===== config.mk =====
export PLATFORM = sky130hd
export DESIGN_NAME = trs_rot
export DESIGN_NICKNAME = d
export VERILOG_FILES = /design/src/rtl/trs_pkg.sv /design/src/rtl/trs_rot.sv
export SDC_FILE = /design/constraint.sdc
export NUM_CORES = 1
export LEC_CHECK = 0
export ABC_AREA = 1
export BUFFER_PORTS_ARGS = -buffer_cell sky130_fd_sc_hd__buf_2
export CAP_MARGIN = 30
export CELL_PAD_IN_SITES_DETAIL_PLACEMENT = 1
export CELL_PAD_IN_SITES_GLOBAL_PLACEMENT = 1
export CORE_AREA = 8 8 425 427
export CTS_CLUSTER_DIAMETER = 100
export CTS_CLUSTER_SIZE = 12
export DETAILED_ROUTE_END_ITERATION = 16
export DIE_AREA = 0 0 433 435
export PLACE_DENSITY = 0.67
export REMOVE_ABC_BUFFERS = 1
export SKIP_LAST_GASP = 1
export SYNTH_ARGS = -nofsm -noshare
export SYNTH_HDL_FRONTEND = slang
export SYNTH_SLANG_ARGS = --single-unit

===== constraint.sdc =====
create_clock -name clock -period 30.6 [get_ports clock]
set_clock_uncertainty 0.15 [all_clocks]
set_input_delay 4.59 -clock clock [delete_from_list [all_inputs] [get_ports clock]]
set_output_delay 4.59 -clock clock [all_outputs]
set_load 0.02 [all_outputs]

===== src/rtl/trs_pkg.sv =====
// trs_pkg: widths, item structs and fixed-point helpers for the trs transform composer
// depends on nothing; imported by every module of the block

package trs_pkg;

   localparam int FRAC_BITS = 16;
   localparam int DATA_W    = 32;
   localparam int PROD_W    = 2 * DATA_W - FRAC_BITS;   // floored product width
   localparam int SUM_W     = PROD_W + 3;               // one - 2*(a+b) without loss

   typedef logic signed [DATA_W-1:0] fix_type;
   typedef logic signed [PROD_W-1:0] prod_type;
   typedef logic signed [SUM_W-1:0]  sum_type;

   localparam fix_type FIX_ONE = fix_type'(64'sd1 <<< FRAC_BITS);
   localparam fix_type FIX_MAX = {1'b0, {(DATA_W-1){1'b1}}};
   localparam fix_type FIX_MIN = {1'b1, {(DATA_W-1){1'b0}}};
   localparam fix_type FIX_ZERO = '0;

   localparam logic [1:0] ROW_LAST = 2'd3;

   typedef struct packed {
      fix_type x;
      fix_type y;
      fix_type z;
   } vec3_type;

   typedef struct packed {
      fix_type x;
      fix_type y;
      fix_type z;
      fix_type w;
   } quat_type;

   typedef struct packed {
      vec3_type trans;
      quat_type quat;
      vec3_type scale;
   } req_item_type;

   typedef struct packed {
      prod_type xx;
      prod_type yy;
      prod_type zz;
      prod_type xy;
      prod_type xz;
      prod_type yz;
      prod_type wx;
      prod_type wy;
      prod_type wz;
   } prod_set_type;

   typedef struct packed {
      prod_set_type p;
      vec3_type     trans;
      vec3_type     scale;
   } prod_item_type;

   typedef struct packed {
      fix_type c0;
      fix_type c1;
      fix_type c2;
   } row3_type;

   typedef struct packed {
      row3_type r0;
      row3_type r1;
      row3_type r2;
   } mat3_type;

   typedef struct packed {
      mat3_type rot;
      vec3_type trans;
      vec3_type scale;
   } rot_item_type;

   typedef struct packed {
      prod_type c0;
      prod_type c1;
      prod_type c2;
   } prow_type;

   typedef struct packed {
      prow_type r0;
      prow_type r1;
      prow_type r2;
   } pmat_type;

   typedef struct packed {
      pmat_type m;
      vec3_type trans;
   } scl_item_type;

   // exact product, shifted right with rounding toward minus infinity
   function automatic prod_type fx_mul(fix_type a, fix_type b);
      logic signed [2*DATA_W-1:0] full;
      full = a * b;
      return full[2*DATA_W-1:FRAC_BITS];
   endfunction

   function automatic sum_type sum_ext(prod_type v);
      return {{(SUM_W-PROD_W){v[PROD_W-1]}}, v};
   endfunction

   function automatic fix_type sat_fix(sum_type v);
      sum_type hi;
      sum_type lo;
      hi = {{(SUM_W-DATA_W){1'b0}}, FIX_MAX};
      lo = {{(SUM_W-DATA_W){1'b1}}, FIX_MIN};
      if (v > hi) begin
         return FIX_MAX;
      end else if (v < lo) begin
         return FIX_MIN;
      end
      return v[DATA_W-1:0];
   endfunction

endpackage


===== src/rtl/trs_rot.sv =====
// trs_rot: second pipeline stage, rotation matrix sums with saturation
// depends on trs_pkg

module trs_rot import trs_pkg::*; (
   input  logic          clock,
   input  logic          reset,
   input  logic          in_valid,
   output logic          in_ready,
   input  prod_item_type in_data,
   output logic          out_valid,
   input  logic          out_ready,
   output rot_item_type  out_data
);

   logic         valid_ff;
   logic         valid_in;
   rot_item_type data_ff;
   rot_item_type data_in;

   sum_type xx, yy, zz, xy, xz, yz, wx, wy, wz;
   sum_type one;

   assign in_ready = !valid_ff || out_ready;
   assign valid_in = in_ready ? in_valid : valid_ff;

   always_comb begin
      xx  = sum_ext(in_data.p.xx);
      yy  = sum_ext(in_data.p.yy);
      zz  = sum_ext(in_data.p.zz);
      xy  = sum_ext(in_data.p.xy);
      xz  = sum_ext(in_data.p.xz);
      yz  = sum_ext(in_data.p.yz);
      wx  = sum_ext(in_data.p.wx);
      wy  = sum_ext(in_data.p.wy);
      wz  = sum_ext(in_data.p.wz);
      one = {{(SUM_W-DATA_W){1'b0}}, FIX_ONE};

      data_in.rot.r0.c0 = sat_fix(one - ((yy + zz) <<< 1));
      data_in.rot.r0.c1 = sat_fix((xy - wz) <<< 1);
      data_in.rot.r0.c2 = sat_fix((xz + wy) <<< 1);
      data_in.rot.r1.c0 = sat_fix((xy + wz) <<< 1);
      data_in.rot.r1.c1 = sat_fix(one - ((xx + zz) <<< 1));
      data_in.rot.r1.c2 = sat_fix((yz - wx) <<< 1);
      data_in.rot.r2.c0 = sat_fix((xz - wy) <<< 1);
      data_in.rot.r2.c1 = sat_fix((yz + wx) <<< 1);
      data_in.rot.r2.c2 = sat_fix(one - ((xx + yy) <<< 1));
      data_in.trans     = in_data.trans;
      data_in.scale     = in_data.scale;
   end

   always_ff @(posedge clock) begin
      if (reset) begin
         valid_ff <= 1'b0;
      end else begin
         valid_ff <= valid_in;
      end
   end

   always_ff @(posedge clock) begin
      if (in_valid && in_ready) begin
         data_ff <= data_in;
      end
   end

   assign out_valid = valid_ff;
   assign out_data  = data_ff;

endmodule


==> qor.csv <==
metric;value;unit
VDD IR max;0.0435;mV
die width;433;µm
final setup vio count;0;
IO Count;1110;
Crit Path Class;in2out;
Final ANT Viol Nets;0;
Max Cap Viol;0;
largest net degree at the start of global routing;173;
commonest cells in the synthesized netlist;nand2_1, inv_1, nor2_1;
Synth area leaders;edfxtp_1, nand2_1, inv_1, ha_1, nor2_1;
# Post-CTS Setup Buffers;0;
post-synthesis xor/xnor area fraction;0.0567;
hold slack;0.461;ns
switching power;1.27;mW
share of cells above drive strength 1;0.146;
Period minus WS final;10.01;ns
# hold bufs at CTS;0;
Iteration-0 DRC Markers;4209;
H-Tree Depth;2;
Worst Min Path Start;out_valid;
#FFs+latches synth;481;
outcome;finished, final reports clean;
Slew @ Worst Pin;1.19;ns
Core Util, Final;0.374;
initial antenna violation count;80;
row count;153;
synthesized area;55300;µm²
WL final;304000;µm
top-count cell post-synth;nand2_1;
Root Driver;clkbuf_16;
Initial Utilization;0.319;
Clock Pin Slew Worst Setup and Hold Paths;0.07;ns
YS warnings;0;
die height;435;µm
simple-gate area share of the yosys netlist;0.355;
RSZ-0062 raised after global routing;false;
largest area contributor in the netlist;edfxtp_1;
First-pass DRT Iterations;5;
Congestion Overflow GR;0;
Num CTS Buffers;53;
Setup TNS Final;0;ns
count of final hold-check violations;0;
dpl cell area;63200;µm²
multiplexer share of the synthesized area;0;
largest family of logic cells by synthesized area;simple AND/OR/NAND/NOR gates;
vias per cell;5.08;
sequential area share after synthesis;0.261;
vias in the first global route;62700;
Crit. Startpoint;out_ready;
Sw Share;0.457;
CP required;25.86;ns
Worst slew margin;0.206;
IO Port Bufs;1109;
PwrDens;42.9;nW/µm²
Synth Area per Inst;6.34;µm²
Post-synth EDFFs;480;
# DRC;0;
Die ar.;188000;µm²
CTS tree;done;
Worst-Skew Late Latency;0.70;ns
Synth-to-Final Area Change;17.3;%
Comb pwr share;0.475;
share of the synthesized area in the top cell type;0.261;
HP Class;reg2reg;
Worst R2R Start;out_valid;
Core Footprint;173000;µm²
clock network power share;0.220;
Post-synth ARST share;0;
CTS max path bufs;3;
startpoint types;input pin;
adder-cell share of the synthesized area;0.102;
Yosys cell types;67;
Fillers;23100;
hpwl dp;270000;µm
Total GRT Usage;0.307;
post-synthesis compound-gate area fraction;0.109;
post-cts resize count;0;
final cell count without fillers;12100;
Layout Nets;10800;
Critical Path Sink Type;primary output;
first-pass GRT wire length;432000;µm
CP Max Fanout;2;
ys flop type;edfxtp_1;
final period utilization;0.327;
clock sinks;481;
sequential cell fraction of total power;0.305;
dpl cells;12000;
Lkg Pwr;33.1;nW
synthesized instance count;8717;
Max Clk Rate;99.9;MHz
Internal Power;1.51;mW
routability congestion estimate from global placement;0.986;
Pins Over Slew Limit;0;
WP data arrival;5.27;ns
routed len/inst;25.1;µm
Via Count;61600;
final instance area;64900;µm²
layout make-up:
class	count	area (µm²)	share of cell area
multi-input combinational	6571	34400	0.531
inverter	1506	5650	0.0872
tap	2325	2910	0.0449
timing repair buffer	1130	5810	0.0896
clock inverter	16	155	0.00239
sequential	481	14400	0.223
clock buffer	55	1330	0.0206
antenna	47	118	0.00181
cell families after synthesis:
kind of cell,after synthesis
buffers and inverters,1665
AOI/OAI and AO/OA,1080
adders and majority gates,444
DFF,481
xor gates and xnor gates,354
and+or+nand+nor,4693
final timing paths:
kind | to | cells after the start | slack, ns
max | in_ready | 4 | 20.59
min | out_valid | 2 | 0.46
min reg2reg | out_valid | 2 | 0.46
max reg2reg | out_data[301] | 4 | 27.31
worst max-delay path, cell delays in order:
cell     delay (ns)
buf_2          0.16
inv_1          0.10
nand2_1        0.12
buf_2          0.30
state kept, by name (all words and copies together) (netlist names):
register,cells
out_valid,1
out_data,480
per-layer routing:
metal | vias to the layer above | wire length, µm | track usage
li1 | 29800 | - | -
met1 | 29500 | 120000 | 0.358
met2 | 1854 | 150000 | 0.550
met3 | 513 | 16000 | 0.0387
met4 | 4 | 17800 | 0.152
met5 | - | 25 | 0
metrics by stage:
| step | worst slack, ns | power, mW |
|---|---|---|
| 2_1_floorplan | 1.36 | 1.68 |
| 3_3_place_gp | 20.53 | 2.15 |
| 3_5_place_dp | 20.55 | 2.17 |
| 4_1_cts | 20.55 | 2.80 |
| 5_1_grt | 20.57 | 2.93 |
| 6_report | 20.59 | 2.78 |
placed cells by master, fill, tap and decap left out, drive strengths merged, types with 71 or more instances in the layout:
cell and instances:
ha 435, xor2 312, nor3 83, nand4 130, o21ai 319, buf 1130, edfxtp 480, nand2 2784
nor2 1109, a31oi 71, nand3 489, a21oi 489, inv 1510
power by group through the flow:
stage	registers (mW)	clock network (mW)	logic (mW)
after floorplan	0.979	0	0.699
after global placement	0.859	0	1.29
after detailed placement	0.861	0	1.31
after CTS	0.848	0.632	1.32
after global routing	0.853	0.648	1.43
final	0.848	0.613	1.32
(Power assumes the default switching activity.)
