===== config.mk =====
export PLATFORM = sky130hd
export DESIGN_NAME = trs_rows
export DESIGN_NICKNAME = d
export VERILOG_FILES = /design/src/rtl/trs_pkg.sv /design/src/rtl/trs_rows.sv
export SDC_FILE = /design/constraint.sdc
export NUM_CORES = 1
export LEC_CHECK = 0
export ABC_AREA = 1
export BUFFER_PORTS_ARGS = -buffer_cell sky130_fd_sc_hd__buf_2
export CORE_AREA = 10 10 250 252
export CTS_BUF_LIST = sky130_fd_sc_hd__clkbuf_4 sky130_fd_sc_hd__clkbuf_8
export DETAILED_ROUTE_END_ITERATION = 16
export DIE_AREA = 0 0 260 262
export GPL_TIMING_DRIVEN = 0
export PLACE_DENSITY = 0.65
export SETUP_SLACK_MARGIN = 0.2
export SLEW_MARGIN = 20
export SYNTH_ARGS = -nofsm -noshare
export SYNTH_HDL_FRONTEND = slang
export SYNTH_SLANG_ARGS = --single-unit

===== constraint.sdc =====
create_clock -name clock -period 11.3 [get_ports clock]
set_input_delay 2.26 -clock clock [delete_from_list [all_inputs] [get_ports clock]]
set_output_delay 2.26 -clock clock [all_outputs]
set_load 0.02 [all_outputs]

===== src/rtl/trs_pkg.sv =====
// trs_pkg: widths, item structs and fixed-point helpers for the trs transform composer
// depends on nothing; imported by every module of the block

package trs_pkg;

   localparam int FRAC_BITS = 16;
   localparam int DATA_W    = 32;
   localparam int PROD_W    = 2 * DATA_W - FRAC_BITS;   // floored product width
   localparam int SUM_W     = PROD_W + 3;               // one - 2*(a+b) without loss

   typedef logic signed [DATA_W-1:0] fix_type;
   typedef logic signed [PROD_W-1:0] prod_type;
   typedef logic signed [SUM_W-1:0]  sum_type;

   localparam fix_type FIX_ONE = fix_type'(64'sd1 <<< FRAC_BITS);
   localparam fix_type FIX_MAX = {1'b0, {(DATA_W-1){1'b1}}};
   localparam fix_type FIX_MIN = {1'b1, {(DATA_W-1){1'b0}}};
   localparam fix_type FIX_ZERO = '0;

   localparam logic [1:0] ROW_LAST = 2'd3;

   typedef struct packed {
      fix_type x;
      fix_type y;
      fix_type z;
   } vec3_type;

   typedef struct packed {
      fix_type x;
      fix_type y;
      fix_type z;
      fix_type w;
   } quat_type;

   typedef struct packed {
      vec3_type trans;
      quat_type quat;
      vec3_type scale;
   } req_item_type;

   typedef struct packed {
      prod_type xx;
      prod_type yy;
      prod_type zz;
      prod_type xy;
      prod_type xz;
      prod_type yz;
      prod_type wx;
      prod_type wy;
      prod_type wz;
   } prod_set_type;

   typedef struct packed {
      prod_set_type p;
      vec3_type     trans;
      vec3_type     scale;
   } prod_item_type;

   typedef struct packed {
      fix_type c0;
      fix_type c1;
      fix_type c2;
   } row3_type;

   typedef struct packed {
      row3_type r0;
      row3_type r1;
      row3_type r2;
   } mat3_type;

   typedef struct packed {
      mat3_type rot;
      vec3_type trans;
      vec3_type scale;
   } rot_item_type;

   typedef struct packed {
      prod_type c0;
      prod_type c1;
      prod_type c2;
   } prow_type;

   typedef struct packed {
      prow_type r0;
      prow_type r1;
      prow_type r2;
   } pmat_type;

   typedef struct packed {
      pmat_type m;
      vec3_type trans;
   } scl_item_type;

   // exact product, shifted right with rounding toward minus infinity
   function automatic prod_type fx_mul(fix_type a, fix_type b);
      logic signed [2*DATA_W-1:0] full;
      full = a * b;
      return full[2*DATA_W-1:FRAC_BITS];
   endfunction

   function automatic sum_type sum_ext(prod_type v);
      return {{(SUM_W-PROD_W){v[PROD_W-1]}}, v};
   endfunction

   function automatic fix_type sat_fix(sum_type v);
      sum_type hi;
      sum_type lo;
      hi = {{(SUM_W-DATA_W){1'b0}}, FIX_MAX};
      lo = {{(SUM_W-DATA_W){1'b1}}, FIX_MIN};
      if (v > hi) begin
         return FIX_MAX;
      end else if (v < lo) begin
         return FIX_MIN;
      end
      return v[DATA_W-1:0];
   endfunction

endpackage


===== src/rtl/trs_rows.sv =====
// trs_rows: last stage, saturates the scaled matrix and sends it out row by row
// depends on trs_pkg

module trs_rows import trs_pkg::*; (
   input  logic         clock,
   input  logic         reset,
   input  logic         in_valid,
   output logic         in_ready,
   input  scl_item_type in_data,
   output logic         out_valid,
   input  logic         out_ready,
   output logic [1:0]   out_row_index,
   output fix_type      out_col0,
   output fix_type      out_col1,
   output fix_type      out_col2,
   output fix_type      out_col3,
   output logic         out_last_row
);

   logic       hold_ff;
   logic       hold_in;
   logic [1:0] row_ff;
   logic [1:0] row_in;
   mat3_type   mat_ff;
   mat3_type   mat_in;
   vec3_type   trans_ff;
   logic       load;
   logic       last;

   function automatic fix_type sat_prod(prod_type v);
      return sat_fix(sum_ext(v));
   endfunction

   assign last     = (row_ff == ROW_LAST);
   assign in_ready = !hold_ff || (out_ready && last);
   assign load     = in_valid && in_ready;

   always_comb begin
      mat_in.r0.c0 = sat_prod(in_data.m.r0.c0);
      mat_in.r0.c1 = sat_prod(in_data.m.r0.c1);
      mat_in.r0.c2 = sat_prod(in_data.m.r0.c2);
      mat_in.r1.c0 = sat_prod(in_data.m.r1.c0);
      mat_in.r1.c1 = sat_prod(in_data.m.r1.c1);
      mat_in.r1.c2 = sat_prod(in_data.m.r1.c2);
      mat_in.r2.c0 = sat_prod(in_data.m.r2.c0);
      mat_in.r2.c1 = sat_prod(in_data.m.r2.c1);
      mat_in.r2.c2 = sat_prod(in_data.m.r2.c2);
   end

   always_comb begin
      hold_in = hold_ff;
      row_in  = row_ff;
      if (load) begin
         hold_in = 1'b1;
         row_in  = '0;
      end else if (hold_ff && out_ready) begin
         row_in = row_ff + 2'd1;
         if (last) begin
            hold_in = 1'b0;
         end
      end
   end

   always_ff @(posedge clock) begin
      if (reset) begin
         hold_ff <= 1'b0;
         row_ff  <= '0;
      end else begin
         hold_ff <= hold_in;
         row_ff  <= row_in;
      end
   end

   always_ff @(posedge clock) begin
      if (load) begin
         mat_ff   <= mat_in;
         trans_ff <= in_data.trans;
      end
   end

   always_comb begin
      unique case (row_ff)
         2'd0: begin
            out_col0 = mat_ff.r0.c0;
            out_col1 = mat_ff.r0.c1;
            out_col2 = mat_ff.r0.c2;
            out_col3 = trans_ff.x;
         end
         2'd1: begin
            out_col0 = mat_ff.r1.c0;
            out_col1 = mat_ff.r1.c1;
            out_col2 = mat_ff.r1.c2;
            out_col3 = trans_ff.y;
         end
         2'd2: begin
            out_col0 = mat_ff.r2.c0;
            out_col1 = mat_ff.r2.c1;
            out_col2 = mat_ff.r2.c2;
            out_col3 = trans_ff.z;
         end
         default: begin
            out_col0 = FIX_ZERO;
            out_col1 = FIX_ZERO;
            out_col2 = FIX_ZERO;
            out_col3 = FIX_ONE;
         end
      endcase
   end

   assign out_valid     = hold_ff;
   assign out_row_index = row_ff;
   assign out_last_row  = last;

endmodule


==> metrics.txt <==
CTS Buf Count=70; wire per inst=20.9 um; Worst path slowest cell=buf_1; Slew HR=30.6%; routability cong.=0.879; DIE HEIGHT=262 um; GR Overflow Total=0; Pre-antenna DRT Iters=5; Routed WL=77.7 mm; synth warn=0; Clock Tree Buf Depth=3; HPWL Detailed=59.8 mm; core footprint=0.0574 sq mm; area grow syn2layout=31.3%; DIE WIDTH=260 um; Fillers=5955; final core utilization=42.8%; Critical Path RT=9.04 ns; Clock Skews=0.0355 ns; Routed Antenna Nets=0; Post-CTS Resized=0; Ports=665; DRC=0; FF+latch area=0.0116 sq mm; hold buffer count at CTS=0; Worst setup SP type=flop; multi-input logic area=0.00596 sq mm; area leader, netlist=edfxtp_1; top post-synthesis cells by area=edfxtp_1 62%, nand2_1 24%, nand3_1 3.4%; post-synthesis register bit count=387; vias=16960; Clock transition at path regs=0.07 ns; Final Hold Viols=0; Final Power=3.59 mW; RSZ-0062 raised after global routing=no; min Tclk post-route=5.25 ns; Cell Area, Synth=0.0187 sq mm; synth unique cells=19; clk sinks=387; CP arrival=2.99 ns; share of cells above drive strength 1=31.4%; I/O Buffers=664; CTS HTree Levels=3; Seq/Total Area, Yosys=61.9%; initial antenna violation count=27; Placed Cells incl. Taps=3569; nets=3412; WS Path Type=flop to output pin; Initial Utilization=32.6%; GRT Resource Usage Total=21.8%; outcome=finished, final reports clean; die area=0.0681 sq mm; vias in the first global route=16938; crit path capture type=output pin; pin count of the biggest net entering global routing=97; CP max stage delay=0.82 ns; num rows=88; Max VDD drop=70.6 uV; HP Class=flop to flop; final setup fails=0; top cell type's share of synthesized area=61.6%; most frequent cells in the layout=1178 x nand2_1, 737 x buf_2, 384 x edfxtp_1, 138 x inv_1, 129 x nand3_1; CTS root buf=clkbuf_8; CTS tree=yes; maxcap violations=0; syn avg cell area=8.76 sq um; commonest non-fill, non-tap cell in the layout=nand2_1; Mapped Cells=2136; fmax=0.191 GHz; Power Density=146 mW/mm^2; Syn Nets=2672; postcts setup bufs=0; first-pass GRT wire length=108 mm; Leak=11.7 nW; non-filler cells, final=3712; crit share post-route=46.4%; Max FO, Critical Path=10; Pins Over Slew Limit=0; Least-Margin Pin Slew=1.04 ns; Starting DRT DRC Count=1234; Vias/cell=4.57; Clock Latency Late Sink=0.65 ns; Final Worst Setup Slack=6.05 ns; crit-path cells=ha_1, inv_2, buf_1, nand2_1, inv_1, buf_2; hold_ws=0.520 ns; pre-CTS WS=6.35 ns
## synthesized netlist by cell type
library cell / count
buf_2: 73
inv_2: 1
buf_4: 24
o21ai_2: 9
nand3_1: 129
nor2_1: 127
clkbuf_1: 9
xor2_1: 1
buf_6: 3
nand2_2: 30
or2_2: 1
buf_1: 9
ha_1: 4
edfxtp_1: 384
inv_1: 139
nand2_1: 1178
a21oi_1: 3
nand3b_1: 9
dfxtp_1: 3
## metal layers
metal / GRT usage (%) / share of wire, % / up-vias
li1: - / - / 8265
met1: 24.9 / 38 / 7786
met2: 37.8 / 50 / 748
met3: 6.58 / 9.3 / 147
met4: 8.64 / 3.0 / 14
met5: 0 / 0.13 / -
## report_power, final
group	internal, mW	total, mW	switching, mW
combinational	0.180	0.509	0.329
sequential	1.69	1.72	0.0231
clock	0.751	1.37	0.615
total	2.62	3.59	0.968
## sequential cells by signal, indices dropped and copies added, names as in the netlist
register,cells
mat_ff,288
trans_ff,96
out_row_index,2
out_valid,1
## worst paths after layout
kind	from	to	slack, ns	cells past startpoint
setup / recovery	out_row_index[0]$_SDFFE_PP0P_	out_col3[31]	6.05	6
hold / removal	out_valid$_SDFFE_PP0P_	out_row_index[1]$_SDFFE_PP0P_	0.52	2
setup reg to reg	out_row_index[0]$_SDFFE_PP0P_	trans_ff[15]$_DFFE_PP_	8.52	7
hold reg to reg	out_valid$_SDFFE_PP0P_	out_row_index[1]$_SDFFE_PP0P_	0.52	2
## area by class of cell
class,count,share of cell area (%)
clock buffer,91,4.61
clock inverter,32,1.10
sequential,387,47.2
tap,765,3.89
antenna,20,0.204
inverter,140,2.17
multi-input combinational,1491,24.2
buffer,118,2.63
timing repair buffer,668,14.0
## stage by stage
step	TNS, ns	cell area (sq um)
3_3_place_gp	-1135.24	23000
5_1_grt	0	24500
4_1_cts	0	24500
2_1_floorplan	0	18700
6_report	0	24600
3_5_place_dp	0	23100
## cell families after synthesis
family / Yosys count / synth area share [%]
simple gates: 1474 / 31.0
buf+inv: 258 / 6.26
xor+xnor: 1 / 0.0468
flops: 387 / 61.9
fa+ha+maj: 4 / 0.267
compound gates: 12 / 0.501
## critical path, delay by kind of cell, from the launching register on
| kind | cells | cell delay, ns |
|---|---|---|
| DFF | 1 | 0.37 |
| and+or+nand+nor | 1 | 0.13 |
| buffers and inverters | 4 | 1.47 |
| adders and majority gates | 1 | 0.34 |
Power figures use the tool's default switching activity.
